--- config.mk ---
export PLATFORM = sky130hd
export DESIGN_NAME = tcw_seq
export DESIGN_NICKNAME = d
export VERILOG_FILES = /design/src/hw/rtl/tcw_pkg.sv /design/src/hw/rtl/tcw_seq.sv
export SDC_FILE = /design/constraint.sdc
export NUM_CORES = 1
export LEC_CHECK = 0
export ABC_AREA = 1
export CELL_PAD_IN_SITES_DETAIL_PLACEMENT = 0
export CELL_PAD_IN_SITES_GLOBAL_PLACEMENT = 2
export CORE_ASPECT_RATIO = 0.8
export CORE_UTILIZATION = 33
export DETAILED_ROUTE_END_ITERATION = 8
export DONT_BUFFER_PORTS = 1
export GPL_TIMING_DRIVEN = 0
export HOLD_SLACK_MARGIN = 0.15
export PLACE_DENSITY = 0.87
export SLEW_MARGIN = 20
export SYNTH_ARGS = -nofsm -noshare
export SYNTH_HDL_FRONTEND = slang
export SYNTH_SLANG_ARGS = --single-unit
--- constraint.sdc ---
create_clock -name clk -period 2.3 [get_ports clk]
set_input_delay 0.345 -clock clk [delete_from_list [all_inputs] [get_ports clk]]
set_output_delay 0.345 -clock clk [all_outputs]
set_load 0.03 [all_outputs]
--- src/hw/rtl/tcw_pkg.sv ---
// Text console writer: shared types, codes, constants and the microcode ROM.
// Used by tcw_seq and text_console_writer_top; depends on nothing else.
`timescale 1ns / 1ps

package tcw_pkg;

  // Default geometry
  localparam int DEF_COLUMNS = 80;
  localparam int DEF_ROWS    = 25;

  // Cell layout: attribute in the high byte, character in the low byte
  localparam int CHAR_W = 8;
  localparam int ATTR_W = 8;
  localparam int CELL_W = CHAR_W + ATTR_W;
  localparam int POS_W  = 11;

  localparam logic [CHAR_W-1:0] BLANK_CHAR        = 8'h20;
  localparam logic [CHAR_W-1:0] NEWLINE_CHAR      = 8'h0a;
  localparam logic [ATTR_W-1:0] DEFAULT_ATTR_RESET = 8'h05;
  localparam logic [ATTR_W-1:0] BLANK_ATTR_RESET   = 8'h0f;

  // Request kinds
  localparam logic [1:0] KIND_PUT   = 2'd0;
  localparam logic [1:0] KIND_CLEAR = 2'd1;
  localparam logic [1:0] KIND_READ  = 2'd2;

  // Configuration register indexes
  localparam int CFG_IDX_W = 1;
  localparam logic [CFG_IDX_W-1:0] REG_DEFAULT_ATTR = 1'b0;
  localparam logic [CFG_IDX_W-1:0] REG_BLANK_ATTR   = 1'b1;

  typedef struct packed {
    logic [1:0]        kind;
    logic [CHAR_W-1:0] character;
    logic [6:0]        column;
    logic [4:0]        row;
    logic [ATTR_W-1:0] attribute;
  } cmd_t;

  typedef struct packed {
    logic [POS_W-1:0]  cursor_position;
    logic [CHAR_W-1:0] cell_character;
    logic [ATTR_W-1:0] cell_attribute;
    logic              scrolled;
  } rsp_t;

  // Microprogram steps
  typedef enum logic [3:0] {
    S_INIT,
    S_IDLE,
    S_PUT,
    S_SCR_RD,
    S_SCR_WR,
    S_FILL,
    S_RD_ADDR,
    S_RD_DATA,
    S_EMIT
  } step_t;

  typedef enum logic [2:0] {
    MEM_NONE,
    MEM_RD_TARGET,
    MEM_RD_SHIFT,
    MEM_WR_PUT,
    MEM_WR_COPY,
    MEM_WR_BLANK,
    MEM_WR_INIT
  } mem_op_t;

  typedef enum logic [1:0] {
    PTR_HOLD,
    PTR_INC,
    PTR_ZERO
  } ptr_op_t;

  typedef enum logic [2:0] {
    BR_NEXT,
    BR_DISPATCH,
    BR_WRAP,
    BR_COPY,
    BR_FILL
  } br_t;

  // One control word per step
  typedef struct packed {
    mem_op_t mem_op;
    ptr_op_t ptr_op;
    logic    emit;
    logic    cell_sel;
    br_t     br;
    step_t   target;
    step_t   next;
  } ctrl_t;

  // Conditions from the datapath for branching
  typedef struct packed {
    logic       go;
    logic [1:0] kind;
    logic       wrap;
    logic       copy_end;
    logic       fill_end;
  } cond_t;

  // Microcode ROM
  function automatic ctrl_t rom(input step_t s);
    ctrl_t w;
    w = '{MEM_NONE, PTR_ZERO, 1'b0, 1'b0, BR_DISPATCH, S_IDLE, S_IDLE};
    case (s)
      S_INIT:    w = '{MEM_WR_INIT,   PTR_INC,  1'b0, 1'b0, BR_FILL,     S_IDLE,   S_INIT};
      S_IDLE:    w = '{MEM_NONE,      PTR_ZERO, 1'b0, 1'b0, BR_DISPATCH, S_IDLE,   S_IDLE};
      S_PUT:     w = '{MEM_WR_PUT,    PTR_ZERO, 1'b1, 1'b0, BR_WRAP,     S_SCR_RD, S_IDLE};
      S_SCR_RD:  w = '{MEM_RD_SHIFT,  PTR_HOLD, 1'b0, 1'b0, BR_NEXT,     S_SCR_WR, S_SCR_WR};
      S_SCR_WR:  w = '{MEM_WR_COPY,   PTR_INC,  1'b0, 1'b0, BR_COPY,     S_FILL,   S_SCR_RD};
      S_FILL:    w = '{MEM_WR_BLANK,  PTR_INC,  1'b0, 1'b0, BR_FILL,     S_EMIT,   S_FILL};
      S_RD_ADDR: w = '{MEM_RD_TARGET, PTR_HOLD, 1'b0, 1'b0, BR_NEXT,     S_RD_DATA, S_RD_DATA};
      S_RD_DATA: w = '{MEM_NONE,      PTR_HOLD, 1'b1, 1'b1, BR_NEXT,     S_IDLE,   S_IDLE};
      S_EMIT:    w = '{MEM_NONE,      PTR_HOLD, 1'b1, 1'b0, BR_NEXT,     S_IDLE,   S_IDLE};
      default:   w = '{MEM_NONE,      PTR_ZERO, 1'b0, 1'b0, BR_DISPATCH, S_IDLE,   S_IDLE};
    endcase
    return w;
  endfunction

endpackage

--- src/hw/rtl/tcw_seq.sv ---
// Microcode sequencer: step register, control ROM lookup and branch logic.
// Depends on tcw_pkg for step codes, control word and condition types.
`timescale 1ns / 1ps

module tcw_seq (
  input  logic           clk,
  input  logic           rst,
  input  tcw_pkg::cond_t cond,
  output tcw_pkg::ctrl_t cw
);
  import tcw_pkg::*;

  step_t step;
  step_t step_next;

  // Step register; start with the clearing pass
  always_ff @(posedge clk) begin
    if (rst) begin
      step <= S_INIT;
    end else begin
      step <= step_next;
    end
  end

  // Look up the control word and pick the next step
  always_comb begin
    cw        = rom(step);
    step_next = step;
    if (cond.go) begin
      case (cw.br)
        BR_NEXT:     step_next = cw.next;
        BR_DISPATCH: begin
          case (cond.kind)
            KIND_PUT:   step_next = S_PUT;
            KIND_CLEAR: step_next = S_FILL;
            KIND_READ:  step_next = S_RD_ADDR;
            default:    step_next = S_EMIT;
          endcase
        end
        BR_WRAP:     step_next = cond.wrap     ? cw.target : cw.next;
        BR_COPY:     step_next = cond.copy_end ? cw.target : cw.next;
        BR_FILL:     step_next = cond.fill_end ? cw.target : cw.next;
        default:     step_next = cw.next;
      endcase
    end
  end

endmodule
; ---- Word-level counts from Yosys, hierarchy flattened
; Memory sizes are Yosys's and may differ from the RTL's. A register that Yosys moved wholly into a read port is not among the register bits.
; Cells that the tools add are included.
[classes]
n_eq_ne = 6
muxes = 7
n_reduce_logical = 1
[op_table]
columns = op, count
row1 = two-way mux 4 bit, 5
row2 = one-hot mux 4 bit (4 select lines), 1
row3 = one-hot mux 4 bit (3 select lines), 1
row4 = "== test 3 x 2 -> 1 bit, second input constant", 2
row5 = "== test 3 x 1 -> 1 bit, second input constant", 1
row6 = "== test 3 bit, second input constant", 1
row7 = "== test 2 x 1 -> 1 bit, second input constant", 1
row8 = "== test 2 bit, second input constant", 1
row9 = zero test 2 bit, 1
[totals]
regBits = 4
romBits = 272
inputBits = 8
out_inout_bits = 18
elab_cells = 16
memories = 1
[memory_table]
columns = memory, depth, word_bits, read_ports, rd_ports_with_merged_regs, write_ports, line_no
row1 = (name not given), 16, 17, 1, 1, 0, tcw_pkg.sv:108  ; case (s)

; ---- Depth between registers and ports, before layout
; Gate-level depths: netlist of run 1.
[logic_depth]
ltp_word = 5
mapped_depth = 16
depth_no_buf = 16

; ---- Worst setup path before layout of run 1
; OpenSTA, ideal clock, no wires.
[synth_path]
path_kind = register to register
from = register cw[9] (netlist name)
to = register cw[15] (netlist name)
setup_ns = 0.114
arrival_ns = 1.954
t_required_ns = 2.186
path_slack_ns = 0.233
path_stages_with_launch = 16
n_path_buf = 0
synth_period_minus_slack_ns = 2.067
path_cell_list = dfxtp_1 > inv_2 > nor2_2 > inv_2 > nand3_4 > nor2_1 > nor2_1 > nand2_1 > nand2_1 > inv_1 > nor2_1 > inv_1 > ha_1 > inv_1 > nand2_1 > nand2_1
[synth_via]
elab_chain_len = 4
word_cells_on_any_way = 7
cone_classes = eq/ne: 4 / mux: 3
[synth_lines]
columns = item, line_no
row1 = == test 3 bit (tied with other cells), tcw_seq.sv:30  ; case (cw.br)
row2 = one-hot mux 4 bit (4 select lines) *, tcw_seq.sv:30
row3 = two-way mux 4 bit (no source line) * (2 in series), n/a
; Every way passes the cells marked *; elsewhere a longest branch is shown, timed or not.
; A chain may end at the register's enable or synchronous reset.

; ---- Worst setup path after layout of run 1
[layout_path]
from = register cw[10] (netlist name)
to = register cw[15] (netlist name)
[layout_via]
elab_chain_len = 4
word_cells_on_any_way = 7
cone_classes = eq/ne: 4 / mux: 3
[layout_lines]
columns = item, line_no
row1 = == test 3 bit (tied with other cells), tcw_seq.sv:30
row2 = one-hot mux 4 bit (4 select lines) *, tcw_seq.sv:30
row3 = two-way mux 4 bit (no source line) * (2 in series), n/a
; Marked as above.

==> metrics, run 1 <==
WP data arrival=2.22 ns; met2 routed WL=1180 µm; crit path from=cw[10]$_SDFF_PP0_; initial cell density of the core=35.9%; post-synthesis register bit count=20; Max IR drop VDD=just over 500 µV; failing checks=DRC; port bufs=0; syn avg cell area=6.90 µm²; initial antenna violation count=0; max cap viols=0; leak pwr=between 0.7 and 0.8 nW; CTS max path bufs=2; clock root buffer master=clkbuf_8; Routed Antenna Nets=0; fin crit share=90.2%; Num CTS Buffers=3; Yosys cell types=22; pre-CTS setup slack=-0.0485 ns; first-pass GRT wire length=4380 µm; post-detail-place hpwl=about 2200 µm; Hold/Removal Path Class=input pin to flip-flop; total length of routed met3 wires=174 µm; vias=1047; max layer used=met4; Synth Area in Compound Gates=2.46%; grt ovf=0; gpl congestion=0.892; Setup Skew=~0.0048 ns; Worst R2R Path Depth=13; post-synthesis adder-cell area fraction=9.85%; width of the die=71.4 µm; Worst R2R End=cw[15]$_SDFF_PP0_; Synth-to-Final Area Change=9.26%; fraction of layout cells with a size suffix above 1=19.1%; 1st-iter DRT viols=36; GRT Total Usage=14.0%; total power=1.72 mW; Fin. Hold Viols=0; DRC viols=1; max-slew violation count=0; routed vias/inst=4.55; RSZ-0062 raised after global routing=no; drt first pass iters=6; Synth Area in XOR/XNOR=0%; io pins=26; CTS H-tree depth=1; worst skew pair latency=0.25 ns; worst-path cell chain=nor2_2, nand2_2, nor2_1, nor2_1, nand3_1, nand2_1, nand2_1, nand2_1, inv_1, ha_1, inv_1, nand2_1, nand2_1; sequential-to-total area share from yosys stat=31.5%; final setup fails=0; main combinational cell family by area after synthesis=simple AND/OR/NAND/NOR gates; die height=57.5 µm; largest net degree at the start of global routing=11; setup_tns=0 ns; post-synthesis mux area share=0%; type of the worst setup path=flip-flop to flip-flop; r2r setup slk=0.23 ns; dpl cell area=1320 µm²; Worst path max stage delay=around 0.51 ns; cell mode on critical path=nand2_1; die area=4100 µm²; Hold Path Cell Cnt=3; Ys Warns=0; power per standard cell area=approximately 1200 nW/µm²; Tmin final=2.07 ns; Worst Hold Endpoint=cw[9]$_SDFF_PP0_; # fillers=392; Setup Fix Bufs, Post-CTS=0; Syn Inst Count=184; DR WL/cell=11.7 µm; met1 WL=1300 µm; number of global-route vias before repair=968; CP endpoint kind=flip-flop; final worst slack=0.225 ns; Routed WL=2680 µm; Synthesized Nets=202; final cell area excluding filler cells=1390 µm²; FF-to-FF Start=cw[10]$_SDFF_PP0_; Ant. Diodes=0; Max Freq=482 MHz; total core area=3540 µm²; simple-gate share of the synthesized area=42.7%; row count=19; type of origin of the critical path=flip-flop; TritonCTS clock tree=yes; Crit Path Max Fanout=6; Min-Delay Startpoint=rst; Synth Cell Area=1270 µm²; Slowest cell on crit path=dfxtp_2; nets@finish=208; Reg clk slew, reported paths=0.07 ns; post-layout util=39.2%; status=finished with violations; clk sinks=20; required time worst endpoint=2.45 ns
-- cells by family after synthesis --
kind of cell,count (synthesis)
and+or+nand+nor,111
buffers and inverters,37
DFF,20
adders and majority gates,10
AOI/OAI and AO/OA,5
other,1
-- report_power, final --
part	internal, mW	switching, mW
Combinational	0.274	0.460
Sequential	0.478	0.285
Clock	0.116	0.104
Total	0.869	0.849
-- layer usage --
layer | vias up | global-route usage, %
met5 | - | 0
met4 | 0 | 4.29
met3 | 4 | 4.06
met2 | 20 | 21.9
met1 | 469 | 18.7
li1 | 554 | -
-- cells in the mapped netlist, drive strengths merged --
library cell  number  share of area [%]
nand2             59                 21
dfxtp             20                 32
o21ai              4                1.9
ha                10                9.9
nor2              32                 11
nand4              2               0.99
nand3             18                 10
buf                3                2.8
inv               34                 10
conb               1               0.30
o21bai             1               0.59
-- sequential cells by signal (all words and copies together) (netlist names) --
| register | flops |
|---|---|
| cw | 16 |
| step | 4 |
-- metrics by stage --
| step | hold WS, ns | cells |
|---|---|---|
| after floorplan | 0.417 | 184 |
| after global placement | 0.419 | 226 |
| after detailed placement | 0.421 | 226 |
| after CTS | 0.432 | 230 |
| after global routing | 0.466 | 230 |
| final | 0.429 | 230 |
-- layout by cell type, fill, tap and decap left out --
cell type | synthesis | layout
inv_1 | 29 | 29
nor2_2 | 4 | 5
ha_1 | 10 | 10
nand2_1 | 52 | 52
inv_4 | 2 | 2
nand2_4 | 5 | 5
dlygate4sd3_1 | 0 | 1
nand4_1 | 2 | 2
buf_4 | 2 | 2
o21ai_0 | 2 | 2
dfxtp_4 | 0 | 2
clkbuf_8 | 0 | 3
o21ai_1 | 1 | 1
nand3_1 | 12 | 12
o21ai_2 | 1 | 1
dfxtp_2 | 0 | 3
inv_2 | 3 | 3
nor2_1 | 27 | 26
nand2_2 | 2 | 2
dfxtp_1 | 20 | 15
buf_12 | 1 | 1
conb_1 | 1 | 1
nor2_4 | 1 | 1
nand3_2 | 5 | 5
nand3_4 | 1 | 1
o21bai_1 | 1 | 1
-- cell type report --
type	instances	area [µm²]	area share, %
buffer	3	35.0	2.52
clock buffer	3	41.3	2.98
inverter	34	133	9.56
multi-input combinational	127	704	50.8
sequential	20	412	29.7
tap	42	52.6	3.79
timing repair buffer	1	10.0	0.721
-- timing repair --
| action | 4_1_cts | 5_1_grt |
|---|---|---|
| hold buffers | 1 | 0 |
| hold endpoints to repair | 1 | 0 |
| resized for setup | 3 | 5 |
| endpoints found under the setup margin | 5 | 7 |
-- worst max-delay path: cells and delay by family, from the launching register on --
family / cells / cell delay [ns]
AND/OR/NAND/NOR: 10 / 0.94
adder cells (fa/ha/maj): 1 / 0.34
buffers and inverters: 2 / 0.17
flip-flops: 1 / 0.51
-- worst max path at each step --
stage / slack, ns / depth (start not counted) / endpoint
2_1_floorplan: 0.23 / 15 / cw[15]$_SDFF_PP0_
3_5_place_dp: -0.05 / 14 / cw[12]$_DFF_P_
3_3_place_gp: -0.05 / 14 / cw[12]$_DFF_P_
6_report: 0.23 / 13 / cw[15]$_SDFF_PP0_
5_1_grt: 0.01 / 15 / cw[12]$_DFF_P_
4_1_cts: 0.06 / 16 / cw[12]$_DFF_P_
Note: power is estimated with default switching activity, not from simulation.
==> run 2: changes to the inputs <==
- ABC_AREA: 1 -> unset
- CORE_UTILIZATION: 33 -> 35
- PLACE_DENSITY: 0.87 -> 0.85
==> run 2 against run 1 <==
Compared with the run above:
- the flow finishes with violations (setup timing)
- combinational power grew 19%
- cell count shrank 12%
- final area grew 21%
- utilization is 9.6 points higher
- synthesized cell count fell by 23%
- sequential power decreased by 3.3%
- via count increased by 7.6%
- maximum frequency fell by 12%
- clock power grew 6%
- critical path depth down 3
- die area fell by 5.5%
- sequential share of layout area down 5.2 points
- critical path type unchanged
- critical endpoint is now cw[12]$_DFF_P_
- largest cell class unchanged
==> metrics, run 2 <==
status=finished with violations (unchanged); failing checks=setup timing (was DRC); CTS H-tree depth=1 (unchanged); simple-gate share of the synthesized area=24.2% (was 42.7%); Worst Hold Endpoint=cw[4]$_SDFF_PP1_ (was cw[9]$_SDFF_PP0_); Power Internal=1.01 mW (was 0.869 mW); number of synthesized flops with an enable pin=0 (unchanged); total power=1.84 mW (was 1.72 mW); fraction of layout cells with a size suffix above 1=36.0% (was 19.1%); Most used DFF post-synth=dfxtp_1 (unchanged); row count=19 (unchanged); largest cells by area after synthesis=dfxtp_1 32%, ha_1 9.9%, nor3_1 4.3% (was dfxtp_1 32%, nand2_1 15%, ha_1 9.9%); number of global-route vias before repair=1138 (was 968); TritonCTS clock tree=yes (unchanged); sequential-to-total area share from yosys stat=31.5% (unchanged); Hold Path Cell Cnt=3 (unchanged); Min-Delay Startpoint=rst (unchanged); Max Freq=425 MHz (was 482 MHz); DRC viols=0 (was 1); worst skew pair latency=0.25 ns (about the same); clk sinks=20 (unchanged); Max IR drop VDD=448 µV (was 504 µV); grt ovf=0 (unchanged); Setup Skew=0.00227 ns (was 0.00476 ns); commonest non-fill, non-tap cell in the layout=dfxtp_1 (was nand2_1); width of the die=69.3 µm (was 71.4 µm); Worst R2R End=cw[12]$_DFF_P_ (was cw[15]$_SDFF_PP0_); type of origin of the critical path=flip-flop (unchanged); die height=55.9 µm (was 57.5 µm); Worst R2R Path Depth=10 (was 13); Async S/R FF share, synth=0% (unchanged); gpl congestion=0.850 (was 0.892); Routed WL=3550 µm (was 2680 µm); sw frac=45.5% (was 49.4%); Sequential Power Share=40.0% (was 44.4%); CTS max path bufs=2 (unchanged); Slowest cell on crit path=dfxtp_4 (was dfxtp_2); nets@finish=180 (was 208); Synth Area in Compound Gates=23.3% (was 2.46%); fin crit share=102% (was 90.2%); clock root buffer master=clkbuf_8 (unchanged); Yosys cell types=52 (was 22); Synth Cell Area=1270 µm² (unchanged); CP endpoint kind=flip-flop (unchanged); Fin. Hold Viols=0 (unchanged); WP data arrival=2.49 ns (was 2.22 ns); Synth Area in XOR/XNOR=0% (unchanged); cell mode on critical path=o22ai_1 (was nand2_1); initial antenna violation count=0 (unchanged); worst-path cell chain=mux2i_4, mux2i_2, o41ai_4, nor2_4, buf_4, ha_2, inv_1, o22ai_1, nor3_1, o22ai_1 (was nor2_2, nand2_2, nor2_1, nor2_1, nand3_1, nand2_1, nand2_1, nand2_1, inv_1, ha_1, inv_1, nand2_1, nand2_1); main combinational cell family by area after synthesis=simple AND/OR/NAND/NOR gates (unchanged); final worst slack=-0.0529 ns (was 0.225 ns); initial cell density of the core=36.8% (was 35.9%); die area=3870 µm² (was 4100 µm²); routed vias/inst=5.55 (was 4.55); Clk pwr share=12.7% (was 12.8%); RSZ-0062 raised after global routing=yes (was no); Crit Path Max Fanout=7 (was 6); cell taking the most area after synthesis=dfxtp_1 (unchanged); Reg clk slew, reported paths=0.07 ns (about the same); syn avg cell area=9.01 µm² (was 6.90 µm²); Hold/Removal Path Class=input pin to flip-flop (unchanged); drt first pass iters=4 (was 6); Num CTS Buffers=3 (unchanged); total core area=3450 µm² (was 3540 µm²); most frequent cell after synthesis=dfxtp_1 (was nand2_1); post-synthesis mux area share=4.53% (was 0%); GRT Total Usage=18.8% (was 14.0%); leak pwr=0.638 nW (was 0.797 nW); post-detail-place hpwl=2510 µm (was 2210 µm); Synth-to-Final Area Change=32.4% (was 9.26%); 1st-iter DRT viols=62 (was 36); max-slew violation count=0 (unchanged); Synthesized Nets=159 (was 202); Worst path max stage delay=0.46 ns (was 0.51 ns); final setup fails=4 (was 0); required time worst endpoint=2.44 ns (was 2.45 ns); vias=1127 (was 1047); power per standard cell area=1100 nW/µm² (was 1240 nW/µm²); FF-to-FF Start=cw[8]$_DFF_P_ (was cw[10]$_SDFF_PP0_); first-pass GRT wire length=5750 µm (was 4380 µm); Combinational Power Share=47.3% (was 42.7%); type of the worst setup path=flip-flop to flip-flop (unchanged); max cap viols=0 (unchanged); most frequent cells in the layout=17 x dfxtp_1, 13 x buf_4, 10 x nor2_1 (was 52 x nand2_1, 29 x inv_1, 26 x nor2_1); r2r setup slk=-0.05 ns (was 0.23 ns); Ys Warns=0 (unchanged); post-synthesis adder-cell area fraction=9.85% (unchanged); worst-margin pin slew=0.567 ns; Sw Pwr=0.838 mW (was 0.849 mW); max FFs per register=16 (unchanged); crit path from=cw[8]$_DFF_P_ (was cw[10]$_SDFF_PP0_); register area=412 µm² (unchanged); Tmin final=2.35 ns (was 2.07 ns); worst rel slew slack=62.1%; Syn Inst Count=141 (was 184); commonest cells in the netlist=20 x dfxtp_1, 11 x nor2_1, 11 x nor3_1, 10 x ha_1, 10 x inv_1 (was 52 x nand2_1, 29 x inv_1, 27 x nor2_1, 20 x dfxtp_1, 12 x nand3_1); area of the multi-input gates=945 µm² (was 704 µm²); port bufs=0 (unchanged); largest net degree at the start of global routing=12 (was 11); post-layout util=48.8% (was 39.2%); Routed Antenna Nets=0 (unchanged); Ant. Diodes=0 (unchanged); # fillers=337 (was 392); io pins=26 (unchanged); top cell type's share of synthesized area=31.5% (unchanged); post-synthesis register bit count=20 (unchanged); DR WL/cell=17.5 µm (was 11.7 µm)
## run 2: layer usage
metal  wire, µm  part of all wire [%]  track usage [%]
met3        135                   3.8             5.07
met1       1710                    48             26.0
met5          0                     0                0
met4          8                  0.23             1.46
met2       1690                    48             30.5
## run 2: repair_timing
item | CTS | global route
gates resized for setup | 22 | 9
hold buffers | 1 | 1
pin swaps | 11 | 5
endpoints found under the hold margin | 1 | 1
buffers inserted | 10 | 3
endpoints found under the setup margin | 10 | 13
gates cloned | 1 | 0
## run 2: how the worst max path moves through the flow
| stage | cells past startpoint | slack (ns) | end |
|---|---|---|---|
| after floorplan | 11 | 0.004 | cw[12]$_DFF_P_ |
| after global placement | 10 | -0.25 | cw[12]$_DFF_P_ |
| after detailed placement | 11 | -0.30 | cw[12]$_DFF_P_ |
| after CTS | 10 | -0.06 | cw[8]$_DFF_P_ |
| after global routing | 10 | -0.15 | cw[12]$_DFF_P_ |
| final | 10 | -0.05 | cw[12]$_DFF_P_ |
## run 2: worst max-delay path, delay by kind of cell, from the launching register on
| family | cells | cell delay (ns) |
|---|---|---|
| buffers and inverters | 2 | 0.24 |
| and+or+nand+nor | 2 | 0.28 |
| muxes | 2 | 0.44 |
| DFF | 1 | 0.46 |
| AOI/OAI and AO/OA | 3 | 0.63 |
| adders and majority gates | 1 | 0.18 |
## run 2: layout make-up
class,instances,area share (%)
plain buffers,6,3.42
clock buffers,3,2.46
clock inverters,1,0.223
inverters,11,2.46
multi-input cells,104,56.2
flip-flops and latches,20,24.5
well taps,42,3.13
repair buffers,16,7.66
## run 2: stage by stage
stage	area (µm²)	std cells	setup WS, ns	TNS [ns]	hold WS (ns)
floorplan	1310	141	0.00408	0	0.417
global placement	1360	183	-0.253	-1.01	0.419
detailed placement	1360	183	-0.301	-1.36	0.420
global route	1680	203	-0.153	-0.660	0.451
finish	1680	203	-0.0529	-0.109	0.432
CTS	1610	199	-0.0578	-0.126	0.154
## run 2: power by group through the flow
stage	logic [mW]	clock network [mW]	registers [mW]
global placement	0.628	0	0.730
global route	0.944	0.257	0.752
detailed placement	0.636	0	0.733
floorplan	0.521	0	0.700
finish	0.872	0.234	0.738
CTS	0.799	0.238	0.738
## run 2: cell families (layout without fill, tap and decap cells)
logic type | Yosys count | in the layout
compound gates | 36 | 36
fa+ha+maj | 10 | 10
flops | 20 | 20
other cells | 1 | 1
mux | 5 | 5
simple gates | 52 | 52
buf+inv | 17 | 37
==> run 3: changes to the inputs <==
- ABC_AREA: unset -> 1
- CORE_ASPECT_RATIO: 0.8 -> 1.1
- CORE_UTILIZATION: 35 -> 33
- HOLD_SLACK_MARGIN: 0.15 -> unset
- PLACE_DENSITY: 0.85 -> 0.87
==> run 3 against run 2 <==
Compared with the run above:
- the run now ends clean
- highest routed layer unchanged
- utilization decreased by 11 points
- global-route usage decreased by 4.8 points
- via count decreased by 7.9%
- critical path depth increased by 3
- clock power decreased by 8%
- worst hold slack got worse by 0.28 ns
- sequential share of layout area increased by 5.2 points
- clock skew decreased by 0.0015 ns
- combinational power decreased by 16%
- critical path type unchanged
- final area decreased by 18%
- register-to-register slack improved by 0.23 ns
- power decreased by 7.3%
==> metrics, run 3 (synthesis results as in run 1) <==
CP endpoint kind=flip-flop (unchanged); RSZ-0062 raised after global routing=no (was yes); Ant. Diodes=0 (unchanged); Final Instance Count excl. Fillers=237 (was 203); worst-path cell chain=nand3_2, nand3_4, nor2_1, nor2_1, nand2_1, nand2_1, inv_1, nor2_1, inv_1, ha_1, inv_1, nand2_1, nand2_1 (was mux2i_4, mux2i_2, o41ai_4, nor2_4, buf_4, ha_2, inv_1, o22ai_1, nor3_1, o22ai_1); total core area=3650 µm² (was 3450 µm²); final setup fails=0 (was 4); routed vias/inst=4.38 (was 5.55); Synth-to-Final Area Change=9.06% (was 32.4%); 1st-iter DRT viols=46 (was 62); register area=412 µm² (unchanged); commonest non-fill, non-tap cell in the layout=nand2_1 (was dfxtp_1); Crit Path Max Fanout=6 (was 7); port bufs=0 (unchanged); Max Freq=470 MHz (was 425 MHz); Routed WL=2610 µm (was 3550 µm); Routed Antenna Nets=0 (unchanged); Num CTS Buffers=3 (unchanged); die height=67.1 µm (was 55.9 µm); Setup Skew=0.000792 ns (was 0.00227 ns); Hold/Removal Path Class=input pin to flip-flop (unchanged); worst hold margin=0.155 ns (was 0.432 ns); required time worst endpoint=2.45 ns (was 2.44 ns); DR WL/cell=11.0 µm (was 17.5 µm); Tmin final=2.13 ns (was 2.35 ns); initial antenna violation count=0 (unchanged); DRC viols=0 (unchanged); # fillers=414 (was 337); met2 global-route usage=25.7% (was 30.5%); max FFs per register=16 (unchanged); leak pwr=0.793 nW (was 0.638 nW); post-detail-place hpwl=2160 µm (was 2510 µm); initial cell density of the core=34.7% (was 36.8%); most frequent cells in the layout=52 x nand2_1, 29 x inv_1, 27 x nor2_1 (was 17 x dfxtp_1, 13 x buf_4, 10 x nor2_1); max cap viols=0 (unchanged); CTS max path bufs=2 (unchanged); grt ovf=0 (unchanged); type of origin of the critical path=flip-flop (unchanged); Top delay family on crit path=simple AND/OR/NAND/NOR gates (was compound AO/OA/AOI/OAI gates); row count=23 (was 19); drt first pass iters=4 (unchanged); clock root buffer master=clkbuf_8 (unchanged); die area=4100 µm² (was 3870 µm²); cell mode on critical path=nand2_1 (was o22ai_1); GR peak layer=met2 (unchanged); CTS H-tree depth=1 (unchanged); fin crit share=92.5% (was 102%); DP Cell Count=234 (was 183); nets@finish=207 (was 180); r2r setup slk=0.17 ns (was -0.05 ns); gpl congestion=0.838 (was 0.850); max-slew violation count=0 (unchanged); largest net degree at the start of global routing=11 (was 12); power per standard cell area=1230 nW/µm² (was 1100 nW/µm²); first-pass GRT wire length=4160 µm (was 5750 µm); met1 GRT Util=14.8% (was 26.0%); worst skew pair latency=0.25 ns (about the same); WP data arrival=2.28 ns (was 2.49 ns); met3 Usage GRT=1.75% (was 5.07%); Reg clk slew, reported paths=0.06 ns (was 0.07 ns); area of the multi-input gates=702 µm² (was 945 µm²); width of the die=61.2 µm (was 69.3 µm); status=completed (was finished with violations); vias=1038 (was 1127); Slowest cell on crit path=dfxtp_2 (was dfxtp_4); Worst Path Buf+Inv=3 (was 2); Max IR drop VDD=537 µV (was 448 µV); cts hold-fix bufs=0 (was 1); io pins=26 (unchanged); Fin. Hold Viols=0 (unchanged); type of the worst setup path=flip-flop to flip-flop (unchanged); clk sinks=20 (unchanged); GRT Total Usage=14.0% (was 18.8%); Worst path max stage delay=0.51 ns (was 0.46 ns); number of global-route vias before repair=975 (was 1138); fraction of layout cells with a size suffix above 1=18.7% (was 36.0%); setup_tns=0 ns (was -0.109 ns); TritonCTS clock tree=yes (unchanged)
run 3: where the power goes:
group	total (mW)	switching [mW]	leakage, nW	internal [mW]
clock	0.215	0.0989	0.0216	0.116
combinational	0.730	0.458	0.604	0.272
sequential	0.764	0.285	0.167	0.478
total	1.71	0.842	0.793	0.867
run 3: cell type report:
| type | count | share of cell area [%] |
|---|---|---|
| inverter | 34 | 9.58 |
| clock buffer | 3 | 2.98 |
| tap | 50 | 4.52 |
| sequential | 20 | 29.7 |
| buffer | 3 | 2.53 |
| multi-input combinational | 127 | 50.7 |
run 3: final timing paths:
kind	end	cells past startpoint	from
worst max-delay path	cw[2]$_SDFF_PP0_	13	cw[10]$_SDFF_PP0_
worst min-delay path	step[1]$_SDFFE_PP0P_	1	rst
worst max register to register	cw[2]$_SDFF_PP0_	13	cw[10]$_SDFF_PP0_
worst min register to register	step[1]$_SDFFE_PP0P_	4	step[1]$_SDFFE_PP0P_
run 3: per-layer routing:
metal	routed length, µm	share of wire, %
met1	1130	43
met2	1350	52
met3	68	2.6
met4	56	2.1
met5	0	0
run 3: timing repair:
item,in CTS,in global routing
setup buffers,0,0
endpoints found under the setup margin,5,5
gates resized for setup,3,4
run 3: stage by stage:
stage,setup WS [ns],cell area [µm²],util [%],total power [mW]
2_1_floorplan,0.233,1270,-,1.35
3_3_place_gp,-0.0367,1330,36.5,1.49
3_5_place_dp,-0.0930,1330,36.5,1.50
4_1_cts,0.0845,1380,37.7,1.73
5_1_grt,0.0000926,1390,37.9,1.84
6_report,0.173,1390,37.9,1.71
